`config.mk`:
```
export PLATFORM = sky130hd
export DESIGN_NAME = elevator_request_dispatcher_unit
export DESIGN_NICKNAME = d
export VERILOG_FILES = /design/src/sv/erd_pkg.sv /design/src/sv/elevator_request_dispatcher_unit.sv /design/src/sv/erd_pick.sv /design/src/sv/erd_state.sv
export SDC_FILE = /design/constraint.sdc
export NUM_CORES = 1
export LEC_CHECK = 0
export ABC_AREA = 1
export BUFFER_PORTS_ARGS = -buffer_cell sky130_fd_sc_hd__buf_2
export CORE_UTILIZATION = 25
export DETAILED_ROUTE_END_ITERATION = 10
export REMOVE_ABC_BUFFERS = 1
export SLEW_MARGIN = 20
export SYNTH_ARGS = -nofsm -noshare
export SYNTH_HDL_FRONTEND = slang
export SYNTH_SLANG_ARGS = --single-unit
export TNS_END_PERCENT = 10
```
`constraint.sdc`:
```
create_clock -name clk -period 5.2 [get_ports clk]
set_input_delay 0 -clock clk [delete_from_list [all_inputs] [get_ports clk]]
set_output_delay 0 -clock clk [all_outputs]
set_load 0.02 [all_outputs]
```
`src/sv/erd_pkg.sv`:
```
`default_nettype none

package erd_pkg;

	// Field widths fixed by the item formats
	localparam int FLOOR_W    = 4;
	localparam int PICK_W     = 3;
	localparam int PEND_W     = 4;
	localparam int CFG_DATA_W = 4;

	// Default number of floors with a request bit
	localparam int MAX_FLOORS_DEF = 8;

	// Reset value of the floors-in-use register
	localparam int FLOORS_RESET = 5;

	typedef enum logic {
		KIND_CALL     = 1'b0,
		KIND_DISPATCH = 1'b1
	} kind_t;

	typedef enum logic {
		REG_SCAN_MODE     = 1'b0,
		REG_FLOORS_IN_USE = 1'b1
	} reg_idx_t;

	typedef struct packed {
		kind_t              kind;
		logic [FLOOR_W-1:0] floor;
		logic [PICK_W-1:0]  pick_index;
	} item_t;

	typedef struct packed {
		logic               accepted;
		logic [FLOOR_W-1:0] served_floor;
		logic               went_down;
		logic [PEND_W-1:0]  pending;
	} result_t;

endpackage

`default_nettype wire

```
`src/sv/elevator_request_dispatcher_unit.sv`:
```
`default_nettype none

// Channel   Handshake                  Payload              Direction
// item      item_valid / item_stall    erd_pkg::item_t      in
// result    result_valid / result_stall erd_pkg::result_t   out
// config    cfg_write                  cfg_index, cfg_data  in
//
// One transaction per clock while not stalled; a result passes through the
// input register, then the result register, before result_valid shows it.
// The dispatcher state updates at the same edge that loads the result
// register, so the next item sees it without a bubble.
// arst_n clears state: no requests, cab at floor 1, direction up, naive mode,
// five floors in use. item_stall rises only while the result register is
// full and stalled and the input register holds a waiting transaction.
module elevator_request_dispatcher_unit #(
	parameter int MAX_FLOORS = erd_pkg::MAX_FLOORS_DEF
) (
	input  wire logic                           clk,
	input  wire logic                           arst_n,
	input  wire logic                           cfg_write,
	input  wire erd_pkg::reg_idx_t              cfg_index,
	input  wire logic [erd_pkg::CFG_DATA_W-1:0] cfg_data,
	input  wire logic                           item_valid,
	output logic                                item_stall,
	input  wire erd_pkg::item_t                 item,
	output logic                                result_valid,
	input  wire logic                           result_stall,
	output erd_pkg::result_t                    result
);

	localparam int FW = erd_pkg::FLOOR_W;
	localparam int CNT_W = $clog2(MAX_FLOORS + 1);

	// Input stage
	logic             valid_s1;
	erd_pkg::item_t   item_s1;

	// Result stage
	logic             valid_s2;
	erd_pkg::result_t result_s2;

	logic             advance, fire;

	// State seen by the selector
	logic                  scan_mode, last_down;
	logic [FW-1:0]         top, cab_floor, served;
	logic [MAX_FLOORS-1:0] request_bits;
	logic [CNT_W-1:0]      pending_count;
	erd_pkg::result_t      next_result;

	// Move forward whenever the result register is empty or being drained
	assign advance    = !valid_s2 || !result_stall;
	assign fire       = valid_s1 && advance;
	assign item_stall = valid_s1 && !advance;

	always_ff @(posedge clk or negedge arst_n) begin
		if (!arst_n) begin
			valid_s1 <= 1'b0;
			valid_s2 <= 1'b0;
		end else begin
			if (!item_stall) valid_s1 <= item_valid;
			if (advance) valid_s2 <= valid_s1;
		end
	end

	// Payload: load input on accept, result on fire; hold otherwise
	always_ff @(posedge clk) begin
		if (item_valid && !item_stall) item_s1 <= item;
		if (fire) result_s2 <= next_result;
	end

	erd_state #(
		.MAX_FLOORS(MAX_FLOORS)
	) u_state (
		.clk          (clk),
		.arst_n       (arst_n),
		.cfg_write    (cfg_write),
		.cfg_index    (cfg_index),
		.cfg_data     (cfg_data),
		.fire         (fire),
		.item         (item_s1),
		.served       (served),
		.scan_mode    (scan_mode),
		.top          (top),
		.cab_floor    (cab_floor),
		.last_down    (last_down),
		.request_bits (request_bits),
		.pending_count(pending_count),
		.next_result  (next_result)
	);

	erd_pick #(
		.MAX_FLOORS(MAX_FLOORS)
	) u_pick (
		.scan_mode    (scan_mode),
		.top          (top),
		.cab_floor    (cab_floor),
		.last_down    (last_down),
		.request_bits (request_bits),
		.pending_count(pending_count),
		.pick_index   (item_s1.pick_index),
		.served       (served)
	);

	assign result_valid = valid_s2;
	assign result       = result_s2;

	// Pending count tracks the request bits exactly
	a_count_matches: assert property (@(posedge clk) disable iff (!arst_n)
		pending_count == CNT_W'($countones(request_bits)))
		else $error("pending count differs from request bits");

	// Cab stays on a served floor
	a_cab_in_range: assert property (@(posedge clk) disable iff (!arst_n)
		cab_floor != '0 && cab_floor <= top)
		else $error("cab floor outside served range");

	// A blocked input transaction is held, not dropped
	a_s1_held: assert property (@(posedge clk) disable iff (!arst_n)
		valid_s1 && !advance |=> valid_s1 && $stable(item_s1))
		else $error("input transaction lost while result stalled");

endmodule

`default_nettype wire

```
`src/sv/erd_pick.sv`:
```
`default_nettype none

// Next-floor selection: directional scan or rank pick among pending floors.
module erd_pick #(
	parameter int MAX_FLOORS = erd_pkg::MAX_FLOORS_DEF,
	localparam int FW = erd_pkg::FLOOR_W,
	localparam int CNT_W = $clog2(MAX_FLOORS + 1)
) (
	input  wire logic                        scan_mode,
	input  wire logic [FW-1:0]               top,
	input  wire logic [FW-1:0]               cab_floor,
	input  wire logic                        last_down,
	input  wire logic [MAX_FLOORS-1:0]       request_bits,
	input  wire logic [CNT_W-1:0]            pending_count,
	input  wire logic [erd_pkg::PICK_W-1:0]  pick_index,
	output logic [FW-1:0]                    served
);

	localparam int EXT_W = FW + 1;
	localparam int K_W = (CNT_W > erd_pkg::PICK_W) ? CNT_W : erd_pkg::PICK_W;

	// Highest set floor when from_top, lowest otherwise; 0 when empty
	function automatic logic [FW-1:0] first_floor(input logic [MAX_FLOORS-1:0] v,
		input logic from_top);
		logic [FW-1:0] f;
		f = '0;
		for (int j = 0; j < MAX_FLOORS; j++) begin
			if (from_top) begin
				if (v[j]) f = FW'(j + 1);
			end else begin
				if (v[MAX_FLOORS-1-j]) f = FW'(MAX_FLOORS - j);
			end
		end
		return f;
	endfunction

	logic [MAX_FLOORS-1:0] below, above;
	logic [MAX_FLOORS-1:0] near_set, far_set;
	logic                  eff_down;
	logic [FW-1:0]         scan_floor, naive_floor;
	logic [K_W-1:0]        rank [MAX_FLOORS];
	logic [K_W-1:0]        k_lim, k_idx, k_sel;

	always_comb begin
		for (int j = 0; j < MAX_FLOORS; j++) begin
			below[j] = EXT_W'(j + 1) < {1'b0, cab_floor};
			above[j] = EXT_W'(j + 1) > {1'b0, cab_floor};
		end
		// reverse first when already standing at the end floor
		eff_down = last_down ? (cab_floor > FW'(1)) : (cab_floor >= top);
		near_set = request_bits & (eff_down ? below : above);
		far_set  = request_bits & ~(eff_down ? below : above);
		if (near_set != '0) begin
			scan_floor = first_floor(near_set, eff_down);
		end else begin
			scan_floor = first_floor(far_set, !eff_down);
		end
	end

	always_comb begin
		k_lim = K_W'(pending_count) - K_W'(1);
		k_idx = K_W'(pick_index);
		k_sel = (k_idx > k_lim) ? k_lim : k_idx;
		naive_floor = '0;
		for (int j = 0; j < MAX_FLOORS; j++) begin
			rank[j] = K_W'($countones(request_bits &
				((MAX_FLOORS'(1) << j) - MAX_FLOORS'(1))));
			if (request_bits[j] && rank[j] == k_sel) naive_floor = FW'(j + 1);
		end
	end

	assign served = scan_mode ? scan_floor : naive_floor;

endmodule

`default_nettype wire

```
`src/sv/erd_state.sv`:
```
`default_nettype none

// Dispatcher state, configuration registers and per-transaction update.
module erd_state #(
	parameter int MAX_FLOORS = erd_pkg::MAX_FLOORS_DEF,
	localparam int FW = erd_pkg::FLOOR_W,
	localparam int CNT_W = $clog2(MAX_FLOORS + 1)
) (
	input  wire logic                           clk,
	input  wire logic                           arst_n,
	input  wire logic                           cfg_write,
	input  wire erd_pkg::reg_idx_t              cfg_index,
	input  wire logic [erd_pkg::CFG_DATA_W-1:0] cfg_data,
	input  wire logic                           fire,
	input  wire erd_pkg::item_t                 item,
	input  wire logic [FW-1:0]                  served,
	output logic                                scan_mode,
	output logic [FW-1:0]                       top,
	output logic [FW-1:0]                       cab_floor,
	output logic                                last_down,
	output logic [MAX_FLOORS-1:0]               request_bits,
	output logic [CNT_W-1:0]                    pending_count,
	output erd_pkg::result_t                    next_result
);

	localparam int EXT_W = FW + 1;
	localparam int FLOOR_MAX = 2 ** FW - 1;
	localparam int TOP_CAP = (MAX_FLOORS > FLOOR_MAX) ? FLOOR_MAX : MAX_FLOORS;
	localparam int TOP_RESET = (erd_pkg::FLOORS_RESET > TOP_CAP) ? TOP_CAP :
		erd_pkg::FLOORS_RESET;

	logic                  scan_q, scan_d;
	logic [FW-1:0]         top_q, top_d;
	logic [FW-1:0]         cab_q, cab_d;
	logic                  down_q, down_d;
	logic [MAX_FLOORS-1:0] bits_q, bits_d;
	logic [CNT_W-1:0]      count_q, count_d;

	logic [FW-1:0]         new_top;
	logic [MAX_FLOORS-1:0] keep, dec, clr;
	logic                  call_ok, serve_ok;

	always_comb begin
		if (cfg_data[FW-1:0] == '0) begin
			new_top = FW'(1);
		end else if (cfg_data[FW-1:0] > FW'(TOP_CAP)) begin
			new_top = FW'(TOP_CAP);
		end else begin
			new_top = cfg_data[FW-1:0];
		end
		for (int j = 0; j < MAX_FLOORS; j++) begin
			keep[j] = EXT_W'(j + 1) <= {1'b0, new_top};
			dec[j]  = EXT_W'(j + 1) == {1'b0, item.floor};
			clr[j]  = EXT_W'(j + 1) == {1'b0, served};
		end
		call_ok = (item.kind == erd_pkg::KIND_CALL) && (item.floor != '0) &&
			(item.floor <= top_q) && ((bits_q & dec) == '0);
		serve_ok = (item.kind == erd_pkg::KIND_DISPATCH) && (count_q != '0) &&
			(served != '0);

		scan_d  = scan_q;
		top_d   = top_q;
		cab_d   = cab_q;
		down_d  = down_q;
		bits_d  = bits_q;
		count_d = count_q;
		if (cfg_write) begin
			unique case (cfg_index)
				erd_pkg::REG_SCAN_MODE: begin
					scan_d = cfg_data[0];
				end
				erd_pkg::REG_FLOORS_IN_USE: begin
					// drop requests above the new top, recount and clamp the cab to the new top
					top_d   = new_top;
					bits_d  = bits_q & keep;
					count_d = CNT_W'($countones(bits_q & keep));
					cab_d   = (cab_q > new_top) ? new_top : cab_q;
				end
			endcase
		end else if (fire) begin
			if (call_ok) begin
				bits_d  = bits_q | dec;
				count_d = count_q + CNT_W'(1);
			end
			if (serve_ok) begin
				down_d  = served < cab_q;
				cab_d   = served;
				bits_d  = bits_q & ~clr;
				count_d = count_q - CNT_W'(1);
			end
		end

		next_result.accepted     = call_ok;
		next_result.served_floor = serve_ok ? served : '0;
		next_result.went_down    = down_d;
		next_result.pending      = erd_pkg::PEND_W'(count_d);
	end

	always_ff @(posedge clk or negedge arst_n) begin
		if (!arst_n) begin
			scan_q  <= 1'b0;
			top_q   <= FW'(TOP_RESET);
			cab_q   <= FW'(1);
			down_q  <= 1'b0;
			bits_q  <= '0;
			count_q <= '0;
		end else begin
			scan_q  <= scan_d;
			top_q   <= top_d;
			cab_q   <= cab_d;
			down_q  <= down_d;
			bits_q  <= bits_d;
			count_q <= count_d;
		end
	end

	assign scan_mode     = scan_q;
	assign top           = top_q;
	assign cab_floor     = cab_q;
	assign last_down     = down_q;
	assign request_bits  = bits_q;
	assign pending_count = count_q;

endmodule

`default_nettype wire
```
Word level (Yosys, flattened, before mapping)
Index checks and enable logic that the tools add are counted.
Storage, ports and cells
  bits of input ports: 18
  register bits: 42
Operators by class
  bitwise logic cells: 10
  mux-type cells: 83
  reduce and logical (&&, ||, !) cells: 35
  magnitude comparators: 31
  add/sub/neg operators: 18
  equal/unequal tests: 25
Operators with widths (count)
  two-way mux 4 bit: 64
  two-way mux 8 bit: 6
  AND 8 bit: 5
  equality test 3 x 4 -> 1 bit, first input constant: 8
  adder 4 bit: 6
  equality test 4 bit: 6
  equality test 2 x 4 -> 1 bit, first input constant: 4
  > comparator 3 x 4 -> 1 bit, first input constant: 4
  <= comparator 3 x 4 -> 1 bit, first input constant: 4
  logical AND 1 bit: 16
  less-than comparator 3 x 4 -> 1 bit, first input constant: 4
  inverter 8 bit: 2
  adder 1 x 1 -> 2 bit: 7
  adder 4 x 1 -> 4 bit: 3
  two-way mux 3 bit: 4
  nonzero test 4 bit: 3
  equality test 1 x 4 -> 1 bit, first input constant: 2
  equality test 4 bit, first input constant: 2
  > comparator 2 x 4 -> 1 bit, first input constant: 2
  <= comparator 2 x 4 -> 1 bit, first input constant: 2
  logical NOT 4 bit: 2
  logical NOT 8 bit: 1
  less-than comparator 2 x 4 -> 1 bit, first input constant: 2
  OR 8 bit: 1
  other kinds (28): 42

Depth between registers and ports, before layout
Gate-level depths: netlist of run 1.
  word-level depth: 30
  depth in mapped cells: 33

Modules after synthesis
From an unflattened synthesis of run 1, not the netlist that was laid out.
Unflattened totals
  cell total of the unflattened synthesis: 622
  area, all modules: 4424.2 um^2
Modules (own cells, without submodules)
  erd_state: cells each 302, instances 1, area each 2104.5 um^2, seq. area each 554.3 um^2
  erd_pick: cells each 290, instances 1, area each 1684.1 um^2, seq. area each 0.0 um^2
  elevator_request_dispatcher_unit: cells each 30, instances 1, area each 635.6 um^2, seq. area each 590.6 um^2

Worst setup path after synthesis of run 1
OpenSTA, ideal clock, no wires.
  path type: reg2reg
  start: reg u_state.bits_q[0], in the netlist u_state.request_bits[0]
  end: reg result_s2 (netlist bit result[0]), data pin
  required time: 4.939 ns
  data arrival time: 3.520 ns
  stages on the path, launching flop included: 19
  setup slack: 1.418 ns
  path through: dfrtp_1 -> ha_1 -> ha_1 -> fa_1 -> inv_1 -> fa_1 -> xnor2_1 -> xor2_1 -> inv_1 -> a21oi_2 -> nor2_1 -> nor2_2 -> nand4_1 -> nand2_1 -> nand2_1 -> nand2_4 -> o21ai_0 -> nand2_1 -> nand2_1
RTL lines
  start, declared: RTL line erd_state.sv:36  | logic [MAX_FLOORS-1:0] bits_q, bits_d;
  start signal, assigned: RTL line erd_state.sv:112  | bits_q <= bits_d;
  end signal, assigned: RTL line elevator_request_dispatcher_unit.sv:69  | if (fire) result_s2 <= next_result;
  end, declared: RTL line elevator_request_dispatcher_unit.sv:40  | erd_pkg::result_t result_s2;

==> flow_summary.toml, run 1 <==
[timing]
fmax_ghz = 0.2180
slew_violations = 0
hold_slack_ns = 0.03135
setup_violations = 0
slew_headroom_pct = 59.16
finalHoldViolCount = 0
fin_skew_ns = 0.005684
worst_pin_slew_ns = 0.6126
finalCriticalPeriod_ns = 4.588
tns_ns = 0
finalCritPeriodShare_pct = 88.23
grt_setup_unrepaired = "false"

[clock_tree]
cts_root_buf = "clkbuf_16"
tritoncts = "done"
hold_buffers = 11
h-tree-depth = 2
clk_latency_ns = 0.28
clock-sinks = 42
clkTransAtPathRegs_ns = 0.06
cts_resized = 0
post-cts-setup-buffer-count = 0
clockBufferDepth = 2
cts_buffers = 5

[placed_design]
dp_hpwl_mm = 9.380
portBuffers = 29
place.gp.congestion = 0.8751

[drt]
routedWlPerCell_um = 13.42
dr.pass1.iters = 5
vias = 4197
ant_nets = 0
vias_per_cell = 4.679
drc = 0
totalWireLength_mm = 12.04
drt_iter0_markers = 311

[power_and_ir_drop]
combPwrFrac_pct = 70.3
p_per_area_nw_per_um2 = 617.8
peakVddDrop_uv = 189.7
pwr-share-clk_pct = 11.5
power_switching_share_pct = 54.62
p_total_mw = 3.093
p_leak_nw = 2.577
pwr-share-seq_pct = 18.2
netSwitchingPower_mw = 1.689
p_int_mw = 1.403

[synth]
avgSynthCellArea_sq_um = 6.836
synth-edff-count = 18
yosysTopAreaCell = "nand2_1"
synth_top_area_share_pct = 19.49
async_flop_share_pct = 57.14
ys_top_cells_by_area = "nand2_1, edfxtp_1, dfrtp_1"
yosysMostFrequentCell = "nand2_1"
synth_common_cells = "nand2_1, inv_1, nand3_1, nor2_1, ha_1"
postSynthRegisterBits = 42
synth_seq_area_share_pct = 26.41
syn-cell-area_sq_um = 4334
yosysUniqueCellTypes = 48
synthCells = 634
ys_warn_count = 0
synth_ff_type = "dfrtp_1"

[final_layout]
drive_gt1_share_pct = 10.78
nFillCells = 1821
nNetsFinal = 739
syn_to_final_growth_pct = 15.50
diodes = 0

[grt]
antenna_found_initial = 0
grt_pass1_wl_mm = 19.87
grt_pass1_vias = 3933
grt.overflow.total = 0
grt_max_degree = 28
track_usage_pct = 13.92

[hold_path]
hp-class = "in2reg"
min_path_cells = 5

[floorplanning]
dieArea_sq_um = 17870
floorplan.core_area_sq_um = 16760
start_util_pct = 25.86
rows = 47
fp.dieH_um = 133.7
die_w_um = 133.7
pin_count = 30

[setup_path]
cp.required_ns = 5.23
end_kind = "flop"
rr_worst_depth = 18
startpoint_type = "flop"
cp.arrival_ns = 4.61
path_class = "reg2reg"
crit_path_max_fanout = 11

[outcome]
status = "finished clean"

[run]
maxCapViolations = 0
==> cell usage in the layout (no fill, tap or decap), types with 2 or more instances in the layout <==
master and instances:
nand2_2 4, o21ai_2 5, nand3_1 47, nand2_4 4, o21ai_1 2, xor2_1 10
a21boi_0 2, dlygate4sd3_1 11, nor2_1 47, o31ai_1 2, nor3_1 3, nand3_2 2
clkbuf_16 5, nand2_1 225, o21bai_1 4, nand4_1 4, edfxtp_1 18, o22ai_1 4
dfstp_2 3, nand3b_1 3, a21oi_1 21, ha_1 36, inv_2 3, a211oi_1 3
a31oi_1 2, dfrtp_1 21, buf_4 4, xnor2_1 2, fa_1 9, nor2_2 2
inv_1 86, buf_2 29, o21ai_4 3, o21ai_0 34
==> critical path, cell delays in order (launching register included) <==
cell	delay, ns
dfrtp_1	0.49
ha_1	0.40
ha_1	0.23
fa_1	0.63
inv_1	0.12
fa_1	0.44
xnor2_1	0.18
xor2_1	0.16
inv_1	0.08
a21oi_2	0.20
nor2_1	0.14
nor2_2	0.19
nand4_1	0.11
nand2_1	0.40
nand2_1	0.19
nand2_4	0.15
o21ai_0	0.09
nand2_1	0.07
nand2_1	0.05
==> cell type report <==
type                    count  area [sq um]  share of cell area (%)
inverters                  91         344.1                   6.873
clock inverters             2         37.54                  0.7498
flip-flops and latches     42          1145                   22.87
clock buffers               6         128.9                   2.574
repair buffers             44         285.3                   5.699
well taps                 220         275.3                   5.499
multi-input cells         492          2790                   55.74
==> path summary, 6_finish.rpt <==
check,from,to,slack [ns]
min in group asynchronous,arst_n,valid_s1$_DFFE_PN0N_,0.27
max,u_state.request_bits[0]$_DFFE_PN0P_,result[0]$_DFFE_PP_,0.61
min reg2reg,valid_s1$_DFFE_PN0N_,result_valid$_DFFE_PN0N_,0.47
max reg2reg,u_state.request_bits[0]$_DFFE_PN0P_,result[0]$_DFFE_PP_,0.61
max in group asynchronous,arst_n,u_state.scan_mode$_DFFE_PN0P_,4.53
min,cfg_data[2],u_state.top[2]$_DFFE_PN1P_,0.03
==> flip-flops by register name, indices dropped and copies added (netlist names) <==
signal and cells:
result 10, u_state.cab_floor 4, valid_s1 1, result_valid 1, u_state.pending_count 4, u_state.request_bits 8
u_state.last_down 1, item_s1 8, u_state.scan_mode 1, u_state.top 4
==> kinds of logic (layout without fill, tap and decap cells) <==
family | Yosys count | count (layout) | share of synthesized area [%]
flip-flops | 42 | 42 | 26.41
adder cells (fa/ha/maj) | 45 | 45 | 14.55
XOR/XNOR | 13 | 13 | 2.800
AND/OR/NAND/NOR | 344 | 344 | 33.92
AO/OA/AOI/OAI | 90 | 90 | 13.11
buffers and inverters | 100 | 143 | 9.209
==> power by group through the flow <==
stage	logic, mW	clock network [mW]	registers (mW)
floorplan	1.64	0	0.555
global placement	2.15	0	0.570
detailed placement	2.14	0	0.566
CTS	2.16	0.365	0.563
global route	2.49	0.376	0.577
finish	2.17	0.356	0.564
==> metrics by stage <==
step	instance area (sq um)	std cells	utilization, %	setup slack (ns)
detailed placement	4730	878	28.22	0.6299
global placement	4730	878	28.22	0.7321
global route	5006	897	29.87	0.1757
finish	5006	897	29.87	0.6121
floorplan	4279	625	-	1.125
CTS	5006	897	29.87	0.6120
==> metal layers <==
layer  share of wire (%)  GRT usage [%]  wire, um  up-vias
li1                    -              -         -     2127
met1                  47          19.70      5655     1940
met2                  47          23.52      5608      124
met3                 6.1          1.332       730        6
met4                0.36          1.515        43        0
met5                   0              0         0        -
(Power assumes the default switching activity.)
==> inputs of run 2 (changes only) <==
--- a/config.mk
+++ b/config.mk
@@ -6,9 +6,10 @@
 export NUM_CORES = 1
 export LEC_CHECK = 0
 export ABC_AREA = 1
-export BUFFER_PORTS_ARGS = -buffer_cell sky130_fd_sc_hd__buf_2
-export CORE_UTILIZATION = 25
+export BUFFER_PORTS_ARGS = -buffer_cell sky130_fd_sc_hd__buf_4
+export CORE_UTILIZATION = 58
 export DETAILED_ROUTE_END_ITERATION = 10
+export PLACE_DENSITY = 0.77
 export REMOVE_ABC_BUFFERS = 1
 export SLEW_MARGIN = 20
 export SYNTH_ARGS = -nofsm -noshare
==> run 2 against run 1 <==
Total power fell by 4.1%. Critical path depth unchanged. Register-to-register slack worse by 0.03 ns. Final cell count decreased by 14%. Die area is 56% lower. Critical endpoint unchanged.
==> flow_summary.toml, run 2 (synthesis gave the netlist of run 1 again) <==
[final_layout]
nFillCells = 663
mostFrequentLayoutCells = "nand2_1, inv_1, nor2_1, nand3_1, ha_1"
final_common_cell = "nand2_1"
multi_input_comb_area_sq_um = 2790
seqCellArea_sq_um = 1145
largest_reg_flops = 10
syn_to_final_growth_pct = 11.55
drive_gt1_share_pct = 10.37
diodes = 0
nNetsFinal = 737
fin_area_sq_um = 4835

[timing]
finalCritPeriodShare_pct = 88.86
slew_violations = 0
finalHoldViolCount = 0
finalCriticalPeriod_ns = 4.621
tns_ns = 0
setup_ws_ns = 0.5791
fin_skew_ns = 0.008301
slew_headroom_pct = 52.16
fmax_ghz = 0.2164
grt_setup_unrepaired = "false"
setup_violations = 0
hold_slack_ns = 0.02245
worst_pin_slew_ns = 0.7176

[drt]
drt_iter0_markers = 222
drc = 0
vias_per_cell = 5.488
ant_nets = 0
totalWireLength_mm = 11.66
dr.pass1.iters = 5
routedWlPerCell_um = 15.06
vias = 4248

[setup_path]
cp.arrival_ns = 4.68
end_kind = "flop"
cp.required_ns = 5.26
crit_path_max_fanout = 11
startpoint_type = "flop"
path_class = "reg2reg"

[placed_design]
portBuffers = 29
dp_hpwl_mm = 9.130
placed_area_sq_um = 4628
place.gp.congestion = 0.9516
place_ws_ns = 0.6333

[floorplanning]
rows = 31
fp.dieH_um = 88.45
dieArea_sq_um = 7823
floorplan.core_area_sq_um = 7253
start_util_pct = 59.76
die_w_um = 88.45
pin_count = 30

[power_and_ir_drop]
p_total_mw = 2.965
p_per_area_nw_per_um2 = 613.3
p_leak_nw = 2.557
peakVddDrop_uv = 308.7

[grt]
grt.overflow.total = 0
antenna_found_initial = 0
grt_max_degree = 28
track_usage_pct = 31.61
grt_pass1_vias = 4012
grt_pass1_wl_mm = 18.66

[clock_tree]
cts_buffers = 5
cts_root_buf = "clkbuf_8"
h-tree-depth = 2
post-cts-setup-buffer-count = 0
clockBufferDepth = 2
clk_latency_ns = 0.30
tritoncts = "done"
clkTransAtPathRegs_ns = 0.08
clock-sinks = 42

[hold_path]
hp-class = "in2reg"

[run]
maxCapViolations = 0

[outcome]
status = "finished clean"
==> run 2: cell count changes in the layout (fill, tap and decap cells not counted) <==
cell	delta
buf_2	-29
bufinv_16	-1
clkinvlp_4	-1
clkinv_2	+1
clkinv_4	+1
buf_4	+26
dlygate4sd3_1	+1
clkbuf_16	-5
clkbuf_8	+5
==> run 2: metal layers <==
layer,vias to the layer above,share of wire [%],track usage (%)
li1,2119,-,-
met1,1955,42,38.15
met2,148,50,56.64
met3,26,5.7,5.224
met4,0,2.6,11.44
met5,-,0,0
==> run 2: cell type report <==
cell class	count	share of cell area (%)
Inverter	91	7.117
Clock inverter	2	0.2847
Tap cell	99	2.562
Timing Repair Buffer	42	7.143
Sequential cell	42	23.68
Clock buffer	6	1.501
Multi-Input combinational cell	492	57.71
==> run 2: where the power goes <==
group          internal (mW)  switching [mW]  leakage [nW]
Sequential             0.441           0.137         0.479
Combinational          0.739            1.44          2.03
Clock                 0.0948           0.117        0.0452
Total                   1.28            1.69          2.56
==> run 2: through the flow <==
stage,utilization [%],cells
6_report,66.66,774
5_1_grt,66.66,774
4_1_cts,66.66,774
3_5_place_dp,63.81,754
3_3_place_gp,63.81,754
2_1_floorplan,-,625
==> run 2: path summary, 6_finish.rpt <==
path	start	to	cells past startpoint	slack, ns
worst max-delay path	u_state.request_bits[0]$_DFFE_PN0P_	result[0]$_DFFE_PP_	18	0.58
worst min-delay path	cfg_data[3]	u_state.top[2]$_DFFE_PN1P_	4	0.02
worst max register to register	u_state.request_bits[0]$_DFFE_PN0P_	result[0]$_DFFE_PP_	18	0.58
worst min register to register	valid_s1$_DFFE_PN0N_	result_valid$_DFFE_PN0N_	2	0.48
max in group asynchronous	arst_n	u_state.cab_floor[0]$_DFFE_PN1P_	2	4.76
min in group asynchronous	arst_n	u_state.cab_floor[1]$_DFFE_PN0P_	2	0.14
==> run 2: critical path: stages, from the launching register on <==
cell and delay, ns:
dfrtp_1 0.49, ha_1 0.39, ha_1 0.23, fa_1 0.63
inv_1 0.13, fa_1 0.45, xnor2_1 0.18, xor2_1 0.18
inv_1 0.08, a21oi_2 0.19, nor2_1 0.14, nor2_2 0.19
nand4_1 0.12, nand2_1 0.39, nand2_1 0.20, nand2_4 0.15
o21ai_0 0.09, nand2_1 0.07, nand2_1 0.06
==> run 2: what timing repair did <==
action                    in CTS  in global routing
gates resized for setup        0                  0
hold endpoints to repair      35                  0
hold buffers                  12                  0
